<file path="src/ipv4dq_pkg.sv">
`default_nettype none

package ipv4dq_pkg;

  typedef struct packed {
    logic [7:0] char_byte;
    logic       is_last;
    logic       no_char;
  } item_t;

  localparam logic [2:0] ST_OK      = 3'd0;
  localparam logic [2:0] ST_EMPTY   = 3'd1;
  localparam logic [2:0] ST_BADCHAR = 3'd2;
  localparam logic [2:0] ST_RANGE   = 3'd3;
  localparam logic [2:0] ST_FORMAT  = 3'd4;

  localparam logic [7:0] CHAR_DOT    = 8'h2E;
  localparam logic [7:0] CHAR_ZERO   = 8'h30;
  localparam logic [7:0] CHAR_NINE   = CHAR_ZERO + 8'd9;
  localparam logic [7:0] OCTET_MAX   = 8'd255;
  localparam logic [3:0] RADIX       = 4'd10;
  localparam logic [1:0] DOTS_NEEDED = 2'd3;

endpackage

`default_nettype wire

</file>
<file path="src/ipv4dq_in_reg.sv">
`default_nettype none

module ipv4dq_in_reg (
  input  wire                  clk,
  input  wire                  rst_n,
  input  wire                  in_valid,
  output logic                 in_ready,
  input  ipv4dq_pkg::item_t    in_item,
  input  wire                  take,
  output logic                 s1_valid,
  output ipv4dq_pkg::item_t    s1_item
);
  import ipv4dq_pkg::*;

  logic  s1_valid_r;
  logic  s1_valid_nxt;
  item_t s1_item_r;

  assign in_ready = !s1_valid_r || take;
  assign s1_valid = s1_valid_r;
  assign s1_item  = s1_item_r;

  always_comb begin
    s1_valid_nxt = s1_valid_r;
    if (in_ready) begin
      s1_valid_nxt = in_valid;
    end
  end

  always_ff @(posedge clk) begin
    if (!rst_n) begin
      s1_valid_r <= 1'b0;
    end else begin
      s1_valid_r <= s1_valid_nxt;
    end
  end

  always_ff @(posedge clk) begin
    if (in_valid && in_ready) begin
      s1_item_r <= in_item;
    end
  end

endmodule

`default_nettype wire

</file>
<file path="src/ipv4dq_parser.sv">
`default_nettype none

module ipv4dq_parser (
  input  wire                  clk,
  input  wire                  rst_n,
  input  wire                  take,
  input  ipv4dq_pkg::item_t    item,
  output logic                 res_valid,
  output logic [2:0]           res_status
);
  import ipv4dq_pkg::*;

  logic [1:0]  dots_r, dots_nxt;
  logic [7:0]  octet_r, octet_nxt;
  logic [2:0]  err_r, err_nxt;
  logic        seen_r, seen_nxt;

  logic        is_digit;
  logic [11:0] acc;

  assign is_digit = (item.char_byte >= CHAR_ZERO) && (item.char_byte <= CHAR_NINE);
  // octet * 10 + digit, at most 2559
  assign acc = ({4'b0, octet_r} * {8'b0, RADIX}) + {8'b0, item.char_byte[3:0]};

  always_comb begin
    dots_nxt   = dots_r;
    octet_nxt  = octet_r;
    err_nxt    = err_r;
    seen_nxt   = seen_r;
    res_status = ST_OK;

    if (!item.no_char) begin
      seen_nxt = 1'b1;
      if (err_r == ST_OK) begin
        if (is_digit) begin
          if (acc > {4'b0, OCTET_MAX}) begin
            err_nxt = ST_RANGE;
          end else begin
            octet_nxt = acc[7:0];
          end
        end else if (item.char_byte == CHAR_DOT && dots_r != DOTS_NEEDED) begin
          dots_nxt  = dots_r + 2'd1;
          octet_nxt = 8'd0;
        end else begin
          err_nxt = ST_BADCHAR;
        end
      end
    end

    if (!seen_nxt) begin
      res_status = ST_EMPTY;
    end else if (err_nxt != ST_OK) begin
      res_status = err_nxt;
    end else if (dots_nxt != DOTS_NEEDED) begin
      res_status = ST_FORMAT;
    end

    // string done: start clean
    if (item.is_last) begin
      dots_nxt  = 2'd0;
      octet_nxt = 8'd0;
      err_nxt   = ST_OK;
      seen_nxt  = 1'b0;
    end
  end

  assign res_valid = take && item.is_last;

  always_ff @(posedge clk) begin
    if (!rst_n) begin
      dots_r  <= 2'd0;
      octet_r <= 8'd0;
      err_r   <= ST_OK;
      seen_r  <= 1'b0;
    end else if (take) begin
      dots_r  <= dots_nxt;
      octet_r <= octet_nxt;
      err_r   <= err_nxt;
      seen_r  <= seen_nxt;
    end
  end

endmodule

`default_nettype wire

</file>
<file path="src/ipv4dq_out_reg.sv">
`default_nettype none

module ipv4dq_out_reg (
  input  wire        clk,
  input  wire        rst_n,
  input  wire        load,
  input  wire  [2:0] status_in,
  output logic       free,
  output logic       out_valid,
  input  wire        out_ready,
  output logic [2:0] out_status
);

  logic       out_valid_r, out_valid_nxt;
  logic [2:0] out_status_r;

  assign free       = !out_valid_r || out_ready;
  assign out_valid  = out_valid_r;
  assign out_status = out_status_r;

  always_comb begin
    out_valid_nxt = out_valid_r;
    if (load) begin
      out_valid_nxt = 1'b1;
    end else if (out_ready) begin
      out_valid_nxt = 1'b0;
    end
  end

  always_ff @(posedge clk) begin
    if (!rst_n) begin
      out_valid_r <= 1'b0;
    end else begin
      out_valid_r <= out_valid_nxt;
    end
  end

  always_ff @(posedge clk) begin
    if (load) begin
      out_status_r <= status_in;
    end
  end

endmodule

`default_nettype wire

</file>
<file path="src/ipv4_dotted_quad_checker_core.sv">
// Checks a text string, one character word per cycle, against the IPv4
// dotted-decimal form and gives one status word when the word marked last
// has gone through (0 ok, 1 empty, 2 invalid character, 3 octet out of
// range, 4 bad format; the first error of a string wins). One word is taken
// every cycle unless a last word waits for room in the output register;
// each word passes one input register and a state update (multiply-by-ten,
// add and compare on the current octet), and a string's status then passes
// one output register. Non-last words never wait on the output side.
`default_nettype none

module ipv4_dotted_quad_checker_core (
  input  wire        clk,
  input  wire        rst_n,
  input  wire        in_valid,
  output logic       in_ready,
  input  wire  [7:0] in_char_byte,
  input  wire        in_is_last,
  input  wire        in_no_char,
  output logic       out_valid,
  input  wire        out_ready,
  output logic [2:0] out_status
);
  import ipv4dq_pkg::*;

  item_t      in_item;
  item_t      s1_item;
  logic       s1_valid;
  logic       take;
  logic       out_free;
  logic       res_valid;
  logic [2:0] res_status;

  assign in_item.char_byte = in_char_byte;
  assign in_item.is_last   = in_is_last;
  assign in_item.no_char   = in_no_char;

  // a last word needs room in the output register
  assign take = s1_valid && (!s1_item.is_last || out_free);

  ipv4dq_in_reg u_in_reg (
    .clk      (clk),
    .rst_n    (rst_n),
    .in_valid (in_valid),
    .in_ready (in_ready),
    .in_item  (in_item),
    .take     (take),
    .s1_valid (s1_valid),
    .s1_item  (s1_item)
  );

  ipv4dq_parser u_parser (
    .clk        (clk),
    .rst_n      (rst_n),
    .take       (take),
    .item       (s1_item),
    .res_valid  (res_valid),
    .res_status (res_status)
  );

  ipv4dq_out_reg u_out_reg (
    .clk        (clk),
    .rst_n      (rst_n),
    .load       (res_valid),
    .status_in  (res_status),
    .free       (out_free),
    .out_valid  (out_valid),
    .out_ready  (out_ready),
    .out_status (out_status)
  );

endmodule

`default_nettype wire

</file>
<file path="config.mk">
export PLATFORM = sky130hd
export DESIGN_NAME = ipv4_dotted_quad_checker_core
export DESIGN_NICKNAME = d
export VERILOG_FILES = /design/src/ipv4dq_pkg.sv /design/src/ipv4dq_in_reg.sv /design/src/ipv4dq_parser.sv /design/src/ipv4dq_out_reg.sv /design/src/ipv4_dotted_quad_checker_core.sv
export SDC_FILE = /design/constraint.sdc
export NUM_CORES = 1
export LEC_CHECK = 0
export BUFFER_PORTS_ARGS = -buffer_cell sky130_fd_sc_hd__buf_2
export CAP_MARGIN = 10
export CORE_MARGIN = 2
export CORE_UTILIZATION = 58
export CTS_CLUSTER_SIZE = 40
export DETAILED_ROUTE_END_ITERATION = 12
export PLACE_DENSITY = 0.77
export SLEW_MARGIN = 15
export SYNTH_ARGS = -nofsm -noshare
export SYNTH_HDL_FRONTEND = slang
export SYNTH_SLANG_ARGS = --single-unit
</file>
<file path="constraint.sdc">
create_clock -name clk -period 3.4 [get_ports clk]
set_input_delay 0 -clock clk [delete_from_list [all_inputs] [get_ports clk]]
set_output_delay 0 -clock clk [all_outputs]
set_load 0.01 [all_outputs]
</file>
; ---- Yosys cells after proc, flatten, opt, wreduce, memory -nomap -nowiden
; Index checks and enable logic that the tools add are counted.
[classes]
n_addsub = 2
n_mul = 1
magnitude_cmp = 3
eq_ne = 5
n_mux = 23
n_reduce_logical = 17
[ops]
columns = cell, n
row1 = $mux 8, 6
row2 = $mux 3, 8
row3 = $add 12x4->12, 1
row4 = $gt 12x8->1 const B, 1
row5 = $mul 8x3->11 const B, 1
row6 = $mux 2, 5
row7 = $eq 8x6->1 const B, 1
row8 = $ge 8x6->1 const B, 1
row9 = $le 8x6->1 const B, 1
row10 = $reduce_bool 3->1, 2
row11 = $logic_and 1x1->1, 5
row12 = $reduce_and 5->1, 1
row13 = $mux 1, 4
row14 = $ne 2x2->1 const B, 2
row15 = $reduce_bool 2->1, 2
row16 = $logic_not 1->1, 3
row17 = $logic_not 3->1, 1
row18 = $logic_or 1x1->1, 3
row19 = $ne 3x3->1 const B, 1
row20 = $add 2x1->2 const B, 1
row21 = $ne 2x1->1 const B, 1
[word_totals]
register_bits = 29
in_bits = 14
output_inout_bits = 5
elab_cells = 61

; ---- Longest topological paths before layout
; Gate-level depths: netlist (run 1).
[depth]
word_depth = 9
ltp_mapped = 9
mapped_depth_nobuf = 9

; ---- Modules after synthesis
; Synthesis (run 1) repeated with hierarchy kept, for this count alone.
[unflattened]
cells_unflattened = 175
hier_area_um2 = 1784.2
[modules_own_cells]
columns = mod, instances, cells_each, area_each_um2, seq_area_each_um2
row1 = ipv4dq_parser, 1, 151, 1276.2, 280.3
row2 = ipv4dq_in_reg, 1, 15, 357.8, 320.3
row3 = ipv4dq_out_reg, 1, 7, 138.9, 110.1
row4 = ipv4_dotted_quad_checker_core, 1, 2, 11.3, 0.0

; ---- Worst setup path after synthesis (run 1)
; Ideal clock, no wire load.
[synth_timing]
kind = reg-to-reg
from = register u_parser.octet_r[1]
to = register u_out_reg.out_status_r[0], in the netlist u_out_reg.out_status[0] (data pin)
setup_time_ps = 266
arrival_ps = 2598
setup_slack_ps = 536
path_stages_with_launch = 10
n_path_buf = 0
synth_period_minus_slack_ps = 2864
path_cell_list = dfxtp_1 -> ha_1 -> ha_1 -> fa_1 -> xor2_1 -> nand3_2 -> nor4_4 -> mux2i_2 -> a21oi_1 -> or3b_1
[synth_via]
elab_chain_len = 9
[synth_rtl]
columns = item, line
row1 = start: declaration, ipv4dq_parser.sv:14  ; logic [7:0] octet_r, octet_nxt;
row2 = start signal: assignment, ipv4dq_parser.sv:77  ; octet_r <= octet_nxt;
row3 = $mul 8x3->11 *, ipv4dq_parser.sv:23  ; assign acc = ({4'b0, octet_r} * {8'b0, RADIX}) + {8'b0, item.char_byte[3:0]};
row4 = $add 12x4->12 *, ipv4dq_parser.sv:23
row5 = $gt 12x8->1 *, ipv4dq_parser.sv:36  ; if (acc > {4'b0, OCTET_MAX}) begin
row6 = $mux 3 *, ipv4dq_parser.sv:36
row7 = $mux 3 *, ipv4dq_parser.sv:35  ; if (is_digit) begin
row8 = $mux 3 *, ipv4dq_parser.sv:34  ; if (err_r == ST_OK) begin
row9 = $mux 3 *, ipv4dq_parser.sv:32  ; if (!item.no_char) begin
row10 = $reduce_bool 3->1, ipv4dq_parser.sv:52  ; end else if (err_nxt != ST_OK) begin
row11 = $mux 3 *, ipv4dq_parser.sv:52
row12 = end signal: assignment, ipv4dq_out_reg.sv:40  ; out_status_r <= status_in;
row13 = end: declaration, ipv4dq_out_reg.sv:15  ; logic [2:0] out_status_r;
; Mark *: on every way between the ends. The rest lies on a longest branch, timed or not.
; A chain may end at the register's enable or synchronous reset.

; ---- Worst setup path after layout (run 1)
[layout_timing]
from = register u_parser.octet_r[1]
to = register u_out_reg.out_status_r[2], in the netlist u_out_reg.out_status[2] (data pin)
; Same word-level chain as after synthesis.

==> results of run 1 <==
logic make-up (layout without fill, tap and decap cells):
logic type | after synthesis | after routing
muxes | 8 | 8
adders and majority gates | 18 | 18
xor gates and xnor gates | 6 | 6
buffers and inverters | 6 | 43
and+or+nand+nor | 65 | 65
DFF | 29 | 29
AOI/OAI and AO/OA | 34 | 34
cells in the final DEF (no fill, tap or decap), types with 4 or more instances in the layout:
cell type | Yosys | layout
a21oi_1 | 9 | 9
o21ai_0 | 4 | 4
buf_2 | 1 | 18
ha_1 | 16 | 16
dlygate4sd3_1 | 0 | 12
a21boi_0 | 4 | 4
edfxtp_1 | 13 | 13
clkbuf_4 | 0 | 5
dfxtp_1 | 16 | 16
nor3_1 | 4 | 4
nand2_1 | 22 | 22
nand3_1 | 4 | 4
mux2i_1 | 7 | 7
inv_1 | 4 | 4
nor2_1 | 9 | 9
xnor2_1 | 4 | 4
worst max-delay path: cells and delay by family, from the launching register on:
kind	cells	cell delay, ps
AO/OA/AOI/OAI	2	560
XOR/XNOR	1	270
adder cells (fa/ha/maj)	3	910
flip-flops	1	440
multiplexers	1	350
AND/OR/NAND/NOR	2	370
cell usage after synthesis, types with 2 or more instances:
| cell | instances |
|---|---|
| edfxtp_1 | 13 |
| nand2_1 | 22 |
| ha_1 | 16 |
| nor3b_1 | 2 |
| nor3_1 | 4 |
| fa_1 | 2 |
| a21boi_0 | 4 |
| nand4b_1 | 2 |
| a21oi_1 | 9 |
| nand2b_1 | 3 |
| nor2_1 | 9 |
| and2_1 | 3 |
| mux2i_1 | 7 |
| inv_1 | 4 |
| and4_1 | 2 |
| nor2b_1 | 2 |
| nand3_1 | 4 |
| o21a_1 | 3 |
| o21ai_0 | 4 |
| dfxtp_1 | 16 |
| xnor2_1 | 4 |
| and3_1 | 2 |
| xor2_1 | 2 |
repair_timing:
| action | CTS | global route |
|---|---|---|
| resized for setup | 0 | 0 |
| endpoints found under the hold margin | 11 | 0 |
| hold buffers | 12 | 0 |
path summary, 6_finish.rpt:
kind | startpoint | to | slack [ps] | depth (start not counted)
min | rst_n | u_out_reg.out_valid$_SDFFE_PN0P_ | 30 | 2
max reg2reg | u_parser.octet_r[1]$_SDFFE_PN0P_ | u_out_reg.out_status[2]$_SDFFCE_PP0P_ | 300 | 9
max | u_parser.octet_r[1]$_SDFFE_PN0P_ | u_out_reg.out_status[2]$_SDFFCE_PP0P_ | 300 | 9
min reg2reg | u_parser.seen_r$_SDFFE_PN0P_ | u_parser.seen_r$_SDFFE_PN0P_ | 460 | 1
cell type report:
class,instances,area share
multi-input combinational,131,0.489
tap,31,0.0192
clock inverter,1,0.00248
inverter,4,0.00743
timing repair buffer,31,0.108
sequential,29,0.352
clock buffer,7,0.0223
sequential cells by signal (all words and copies together), names as in the netlist:
name                  flops
u_out_reg.out_status      3
u_parser.seen_r           1
u_in_reg.s1_valid         1
u_parser.dots_r           2
u_parser.octet_r          8
u_out_reg.out_valid       1
u_parser.err_r            3
u_in_reg.s1_item         10
routing by layer:
| metal | wire, um | share of wire | vias to the layer above |
|---|---|---|---|
| met5 | 0 | 0 | - |
| met4 | 61 | 0.017 | 0 |
| met3 | 156 | 0.044 | 9 |
| met2 | 1800 | 0.51 | 34 |
| met1 | 1530 | 0.43 | 657 |
| li1 | - | - | 688 |
through the flow:
| step | power, mW | cells |
|---|---|---|
| 5_1_grt | 0.660 | 234 |
| 3_5_place_dp | 0.430 | 214 |
| 6_report | 0.634 | 234 |
| 3_3_place_gp | 0.428 | 214 |
| 4_1_cts | 0.634 | 234 |
| 2_1_floorplan | 0.414 | 166 |
power by group through the flow:
stage	Clock [mW]	Combinational, mW	Sequential, mW
final	0.199	0.0514	0.383
after global routing	0.219	0.0570	0.385
after CTS	0.201	0.0504	0.383
after detailed placement	0	0.0399	0.390
after global placement	0	0.0386	0.390
after floorplan	0	0.0245	0.389
==> flow_metrics.tcl, run 1 <==
set metrics [dict create \
    grtUsageMet3 0.0637 \
    use_met2 0.433 \
    fin_crit_ps 3100 \
    routed_via_density 5.93 \
    synth_compound_area_frac 0.144 \
    rsz0062_at_grt "false" \
    synth_cells 166 \
    clk_latency_ps 340 \
    slew_headroom 0.406 \
    drc_errors 0 \
    synth_enable_flop_cells 13 \
    die_x_um 58.6 \
    finalNetCount 234 \
    crit_arrival_ps 3240 \
    pre_cts_slack_ps 338 \
    ys_seq_area_frac 0.412 \
    power.share.clock 0.315 \
    grt-ovfl-total 0 \
    cts_buffers 5 \
    ys_warn_count 0 \
    final_max_slew_viol_count 0 \
    place_congestion 0.902 \
    ant_nets 0 \
    layout-drive-gt1-share 0.172 \
    fin_crit_sh 0.913 \
    regArea_um2 711 \
    first_global_vias 1419 \
    rows 19 \
    ys_ff_latch 29 \
    place.port_buffers 18 \
    clkTransAtPathRegs_ps 90 \
    worst-setup-path-type "reg -> reg" \
    avgSynthCellArea_um2 10.4 \
    drtIter0Drc 28 \
    cts-root-buf "clkbuf_4" \
    hold_violations 0 \
    synthSimpleGateAreaFrac 0.210 \
    worstPathCellList "ha_1 > ha_1 > fa_1 > xor2_1 > nand3_2 > nor4_4 > mux2i_2 > a31oi_1 > o41ai_1" \
    dpl_cell_area_um2 1850 \
    grt_start_max_net_pins 16 \
    p_seq_frac 0.604 \
    cpPeakStageDelay_ps 440 \
    synth_area_um2 1730 \
    timing.fmax_ghz 0.322 \
    muxShareOfSynthArea 0.0486 \
    vdd_ir_drop_max_v 0.000291 \
    tightest_slew_ps 891 \
    syn_nets 198 \
    fin_tns_setup_ps 0 \
    whs_ps 27.3 \
    grt_use_total 0.246 \
    cpMaxStageDelayCell "dfxtp_1" \
    power.density_nw_per_um2 314 \
    synth_top_area_share 0.226 \
    cp-end-kind "register" \
    num_vias 1388 \
    htree_levels 2 \
    synth_top_family_by_area "simple AND/OR/NAND/NOR gates" \
    core_um2 2780 \
    p_switching_mw 0.151 \
    start_kind "register" \
    fin_worst_skew_ps 11.4 \
    yosysTopAreaCell "edfxtp_1" \
    clock_path_buffers 2 \
    cts_tree "done" \
    p_leak_nw 0.894 \
    finalCoreUtilization 0.726 \
    p_sw_frac 0.238 \
    drv_cap 0 \
    io_pins 19 \
    intPower_mw 0.483 \
    busiest_layer "met2" \
    critPathRequiredTime_ps 3540 \
    grtUsageMet1 0.289 \
    clkSinkCount 29 \
    setup_slack_ps 297 \
    synthArstFlopShare 0 \
    postRouteWirelength_mm 3.55 \
    post_cts_buffers 0 \
    synth_xor_area_frac 0.0304 \
    finalSetupViolations 0 \
    antenna_found_initial 0 \
    fill_cells 197 \
    multiInputGateArea_um2 988 \
    dp_hpwl_mm 2.48 \
    fin_area_um2 2020 \
    synth-adder-area-share 0.139 \
    ys_types 50 \
    first_pass_iters 4 \
    initial_core_util 0.621 \
    synth_area_leaders "edfxtp_1 (23%), dfxtp_1 (19%), ha_1 (12%)" \
    dieHeight_um 58.6 \
    grt_pass1_wl_mm 6.24 \
    dieArea_um2 3430 \
    power_frac_comb 0.081 \
    synthFlopType "dfxtp_1" \
    critPathMaxFanout 4 \
    path_common_cell "ha_1" \
    antenna_cells 0 \
    syn2layout_area_growth_pct 17.0 \
    wire_per_inst_um 15.2 \
    outcome "complete, no violations" \
    min_path_type "in -> reg" \
]
No activity file was read; power rests on OpenSTA's default activity.
==> run 2: changes to the inputs <==
--- a/config.mk
+++ b/config.mk
@@ -7,7 +7,6 @@
 export LEC_CHECK = 0
 export BUFFER_PORTS_ARGS = -buffer_cell sky130_fd_sc_hd__buf_2
 export CAP_MARGIN = 10
-export CORE_MARGIN = 2
 export CORE_UTILIZATION = 58
 export CTS_CLUSTER_SIZE = 40
 export DETAILED_ROUTE_END_ITERATION = 12
@@ -15,4 +14,5 @@
 export SLEW_MARGIN = 15
 export SYNTH_ARGS = -nofsm -noshare
 export SYNTH_HDL_FRONTEND = slang
+export SYNTH_HIERARCHICAL = 1
 export SYNTH_SLANG_ARGS = --single-unit
==> flow_metrics.tcl, run 2 <==
set metrics [dict create \
    outcome "finished with violations" \
    violations "design-rule violations" \
    synthFlopType "dfxtp_1" \
    synth_cells 175 \
    antenna_found_initial 0 \
    clkTransAtPathRegs_ps 100 \
    place_congestion 0.931 \
    dieHeight_um 57.5 \
    antenna_cells 0 \
    dieArea_um2 3300 \
    dp_hpwl_mm 2.82 \
    r2r_start "u_parser/octet_r[1]$_SDFFE_PN0P_" \
    ys_seq_area_frac 0.398 \
    final_max_slew_viol_count 0 \
    clk_latency_ps 320 \
    initial_core_util 0.631 \
    synth_top_area_share 0.219 \
    ant_nets 0 \
    clock_path_buffers 2 \
    post_cts_buffers 0 \
    synth_area_leaders "edfxtp_1 (22%), dfxtp_1 (18%), ha_1 (11%)" \
    finalSetupViolations 0 \
    start_kind "register" \
    p_switching_mw 0.162 \
    core_um2 2830 \
    place.port_buffers 18 \
    top_layer_used "met4" \
    cts_buffers 5 \
    crit_end "u_out_reg/out_status[1]$_DFFE_PP_" \
    first_global_vias 1488 \
    power_frac_comb 0.105 \
    cp-startpoint "u_parser/octet_r[1]$_SDFFE_PN0P_" \
    largest_register_ffs 10 \
    reg2reg_depth 9 \
    power.density_nw_per_um2 313 \
    ys_types 53 \
    grt_pass1_wl_mm 6.73 \
    reg2reg_to "u_out_reg/out_status[1]$_DFFE_PP_" \
    wirelength_met1_mm 1.78 \
    power.share.clock 0.300 \
    fill_cells 202 \
    synth_enable_flop_cells 13 \
    p_sw_frac 0.248 \
    rsz0062_at_grt "false" \
    first_pass_iters 8 \
    drtIter0Drc 60 \
    fin_worst_skew_ps 13.7 \
    crit_arrival_ps 3130 \
    syn_nets 207 \
    drv_cap 0 \
    tightest_slew_ps 1030 \
    p_leak_nw 0.892 \
    synthArstFlopShare 0 \
    fin_tns_setup_ps 0 \
    power.total_mw 0.652 \
    grt_start_max_net_pins 22 \
    intPower_mw 0.490 \
    wire_per_inst_um 16.6 \
    layout-drive-gt1-share 0.204 \
    post-synth-top-count-cell "nand2_1" \
    io_pins 19 \
    min_path_type "in -> reg" \
    worst-setup-path-type "reg -> reg" \
    fin_crit_ps 3060 \
    hold_violations 0 \
    critPathMaxFanout 8 \
    postRouteWirelength_mm 4.01 \
    fin_crit_sh 0.901 \
    critPathRequiredTime_ps 3470 \
    cts_tree "done" \
    slew_headroom 0.311 \
    die_x_um 57.5 \
    rows 19 \
    finalNetCount 242 \
    clkSinkCount 29 \
    cts-root-buf "clkbuf_4" \
    ys_ff_latch 29 \
    p_seq_frac 0.595 \
    final_cell_mix "buf_2 (18), nand2_1 (18), dfxtp_1 (16), ha_1 (16), edfxtp_1 (13)" \
    syn2layout_area_growth_pct 16.6 \
    routed_via_density 6.19 \
    drc_errors 3 \
    cp-end-kind "register" \
    synth_common_cells "nand2_1 (18), dfxtp_1 (16), ha_1 (16)" \
    dr_wl_met3_um 256 \
    htree_levels 2 \
    num_vias 1498 \
    reg2reg_slack_ps 340 \
    ys_warn_count 6 \
    grt-ovfl-total 0 \
    avgSynthCellArea_um2 10.2 \
    synth_area_um2 1780 \
    route.met2.wl_mm 1.91 \
    grt_use_total 0.277 \
    yosysTopAreaCell "edfxtp_1" \
    vdd_ir_drop_max_v 0.000273 \
    timing.fmax_ghz 0.327 \
]
run 2: kinds of logic after synthesis:
group / Yosys count / synth area share
AND/OR/NAND/NOR: 63 / 0.208
AO/OA/AOI/OAI: 47 / 0.193
flip-flops: 29 / 0.398
adder cells (fa/ha/maj): 18 / 0.135
buffers and inverters: 9 / 0.0189
XOR/XNOR: 5 / 0.0245
multiplexers: 4 / 0.0231
run 2: final cells by class:
cell class / instances / area [um^2] / share of cell area
clock buffers: 6 / 41.3 / 0.0198
flip-flops and latches: 29 / 711 / 0.342
clock inverters: 2 / 10.0 / 0.00481
repair buffers: 30 / 210 / 0.101
multi-input cells: 137 / 1040 / 0.502
well taps: 31 / 38.8 / 0.0186
inverters: 7 / 26.3 / 0.0126
run 2: layer usage:
metal / track usage / up-vias
li1: - / 739
met1: 0.360 / 693
met2: 0.458 / 59
met3: 0.0544 / 7
met4: 0.101 / 0
met5: 0 / -
run 2: power by group through the flow:
stage / Combinational (mW) / Sequential (mW) / Clock (mW)
after floorplan: 0.0370 / 0.394 / 0
after global placement: 0.0542 / 0.394 / 0
after detailed placement: 0.0558 / 0.395 / 0
after CTS: 0.0665 / 0.387 / 0.199
after global routing: 0.0746 / 0.389 / 0.214
final: 0.0685 / 0.388 / 0.195
run 2: critical path, cell delays in order (launching register included):
cell	delay, ps
dfxtp_1	460
ha_1	280
ha_1	240
fa_1	440
xor2_1	270
nand3_2	150
nor4_4	210
mux2i_2	180
o41ai_1	500
nor2_1	100
run 2: how the worst min path moves through the flow:
stage	start	to	slack (ps)	cells past startpoint
3_3_place_gp	in_is_last	u_in_reg/s1_item[1]$_DFFE_PP_	180	1
6_report	rst_n	u_parser/dots_r[1]$_SDFFE_PN0P_	90	2
2_1_floorplan	in_no_char	u_in_reg/s1_item[0]$_DFFE_PP_	100	0
4_1_cts	rst_n	u_parser/dots_r[1]$_SDFFE_PN0P_	70	2
5_1_grt	rst_n	u_parser/dots_r[0]$_SDFFE_PN0P_	110	2
3_5_place_dp	in_no_char	u_in_reg/s1_item[0]$_DFFE_PP_	180	1
run 2: repair_timing:
action	4_1_cts	5_1_grt
setup endpoints to repair	0	7
hold buffers	12	0
endpoints found under the hold margin	12	0
resized for setup	0	1
run 2: through the flow:
stage / setup WS (ps) / hold slack [ps] / util / std cells / area [um^2]
6_report: 338 / 92.2 / 0.736 / 242 / 2080
3_5_place_dp: 274 / 178 / 0.674 / 222 / 1910
3_3_place_gp: 357 / 177 / 0.674 / 222 / 1910
4_1_cts: 229 / 74.4 / 0.734 / 242 / 2080
2_1_floorplan: 567 / 98.9 / - / 175 / 1780
5_1_grt: 54.2 / 109 / 0.736 / 242 / 2080
==> run 3: changes to the inputs <==
--- a/config.mk
+++ b/config.mk
@@ -7,10 +7,10 @@
 export LEC_CHECK = 0
 export BUFFER_PORTS_ARGS = -buffer_cell sky130_fd_sc_hd__buf_2
 export CAP_MARGIN = 10
-export CORE_UTILIZATION = 58
+export CORE_UTILIZATION = 40
 export CTS_CLUSTER_SIZE = 40
 export DETAILED_ROUTE_END_ITERATION = 12
-export PLACE_DENSITY = 0.77
+export PLACE_DENSITY = 0.56
 export SLEW_MARGIN = 15
 export SYNTH_ARGS = -nofsm -noshare
 export SYNTH_HDL_FRONTEND = slang
==> flow_metrics.tcl, run 3 (synthesized netlist as in run 2, its figures left out) <==
set metrics [dict create \
    outcome "complete, no violations" \
    largest_register_ffs 10 \
    r2r_start "u_parser/octet_r[1]$_SDFFE_PN0P_" \
    clkSinkCount 29 \
    finalSetupViolations 0 \
    crit_arrival_ps 3210 \
    grt-ovfl-total 0 \
    min_path_type "in -> reg" \
    grt_start_max_net_pins 22 \
    die_x_um 68.8 \
    finalNetCount 242 \
    dieArea_um2 4730 \
    p_leak_nw 0.902 \
    place.port_buffers 18 \
    initial_core_util 0.431 \
    worst-setup-path-type "reg -> reg" \
    critPathMaxFanout 8 \
    tightest_slew_ps 610 \
    cts_tree "done" \
    clk_latency_ps 280 \
    grt_use_total 0.181 \
    cpMaxStageDelayCell "dfxtp_1" \
    syn2layout_area_growth_pct 19.4 \
    antenna_found_initial 0 \
    num_vias 1478 \
    power.total_mw 0.717 \
    fill_cells 387 \
    place_congestion 0.861 \
    fin_tns_setup_ps 0 \
    drv_cap 0 \
    final_cell_mix "buf_2 (18), nand2_1 (18), dfxtp_1 (16), ha_1 (16), edfxtp_1 (13)" \
    dp_hpwl_mm 2.87 \
    rsz0062_at_grt "false" \
    cts-root-buf "clkbuf_8" \
    drtIter0Drc 78 \
    drc_errors 0 \
    postRouteWirelength_mm 3.82 \
    whs_ps 14.9 \
    cp-end-kind "register" \
    antenna_cells 0 \
    grt_pass1_wl_mm 6.10 \
    start_kind "register" \
    dp.cells 242 \
    clkTransAtPathRegs_ps 60 \
    clock_path_buffers 2 \
    fin_crit_ps 3110 \
    layout-drive-gt1-share 0.199 \
    routed_via_density 5.66 \
    path_common_cell "ha_1" \
    hold_path_startpoint "out_ready" \
    fin_area_um2 2130 \
    timing.fmax_ghz 0.322 \
    cp-startpoint "u_parser/octet_r[1]$_SDFFE_PN0P_" \
    htree_levels 2 \
    dieHeight_um 68.8 \
    final_cells 261 \
    reg2reg_slack_ps 290 \
    ant_nets 0 \
    critPathRequiredTime_ps 3500 \
    slew_headroom 0.590 \
    vdd_ir_drop_max_v 0.000227 \
    core_um2 4140 \
    first_global_vias 1317 \
    first_pass_iters 4 \
    hold_violations 0 \
    cts_buffers 5 \
    dpl_cell_area_um2 1940 \
    fin_worst_skew_ps 6.00 \
    final_max_slew_viol_count 0 \
    io_pins 19 \
    cpPeakStageDelay_ps 440 \
    worstPathCellList "ha_1 > ha_1 > fa_1 > xor2_1 > nand3_2 > nor4_4 > mux2i_2 > o41a_1 > o31ai_1" \
    post_cts_buffers 0 \
    wire_per_inst_um 14.6 \
    power.density_nw_per_um2 336 \
    rows 23 \
    fin_crit_sh 0.913 \
]
## run 3: path summary, 6_finish.rpt
path / end / cells past startpoint
min reg2reg: u_parser/octet_r[7]$_SDFFE_PN0P_ / 2
min: u_out_reg/out_valid$_SDFFE_PN0P_ / 3
max reg2reg: u_out_reg/out_status[2]$_DFFE_PP_ / 9
max: u_out_reg/out_status[2]$_DFFE_PP_ / 9
## run 3: power by group
part / switching, mW / total, mW / internal (mW)
combinational: 0.0344 / 0.0670 / 0.0326
sequential: 0.00886 / 0.388 / 0.379
clock: 0.120 / 0.262 / 0.142
## run 3: layout make-up
class | instances | area [um^2] | share of cell area
multi-input cells | 137 | 1040 | 0.490
clock buffers | 7 | 76.3 | 0.0358
inverters | 7 | 26.3 | 0.0123
well taps | 50 | 62.6 | 0.0294
flip-flops and latches | 29 | 711 | 0.334
repair buffers | 30 | 208 | 0.0975
clock inverters | 1 | 3.75 | 0.00176
## run 3: routing by layer
layer	track usage	wire length (um)	vias up
met5	0	0	-
met4	0.0612	49	0
met3	0.0444	178	7
li1	-	-	737
met1	0.242	1820	694
met2	0.283	1770	40
## run 3: per-stage QoR
stage	util	worst slack, ps
after floorplan	-	567
after global placement	0.467	331
after detailed placement	0.467	245
after CTS	0.513	222
after global routing	0.514	117
final	0.514	295
## run 3: what timing repair did
action                                 CTS  global route
gates resized for setup                  0             1
hold buffers                            11             0
setup endpoints to repair                0             1
endpoints found under the hold margin   11             0
## run 3: worst max-delay path, delay by kind of cell, from the launching register on
kind                     cells  cell delay, ps
adder cells (fa/ha/maj)      3             960
XOR/XNOR                     1             270
AND/OR/NAND/NOR              2             380
AO/OA/AOI/OAI                2             690
flip-flops                   1             440
multiplexers                 1             180
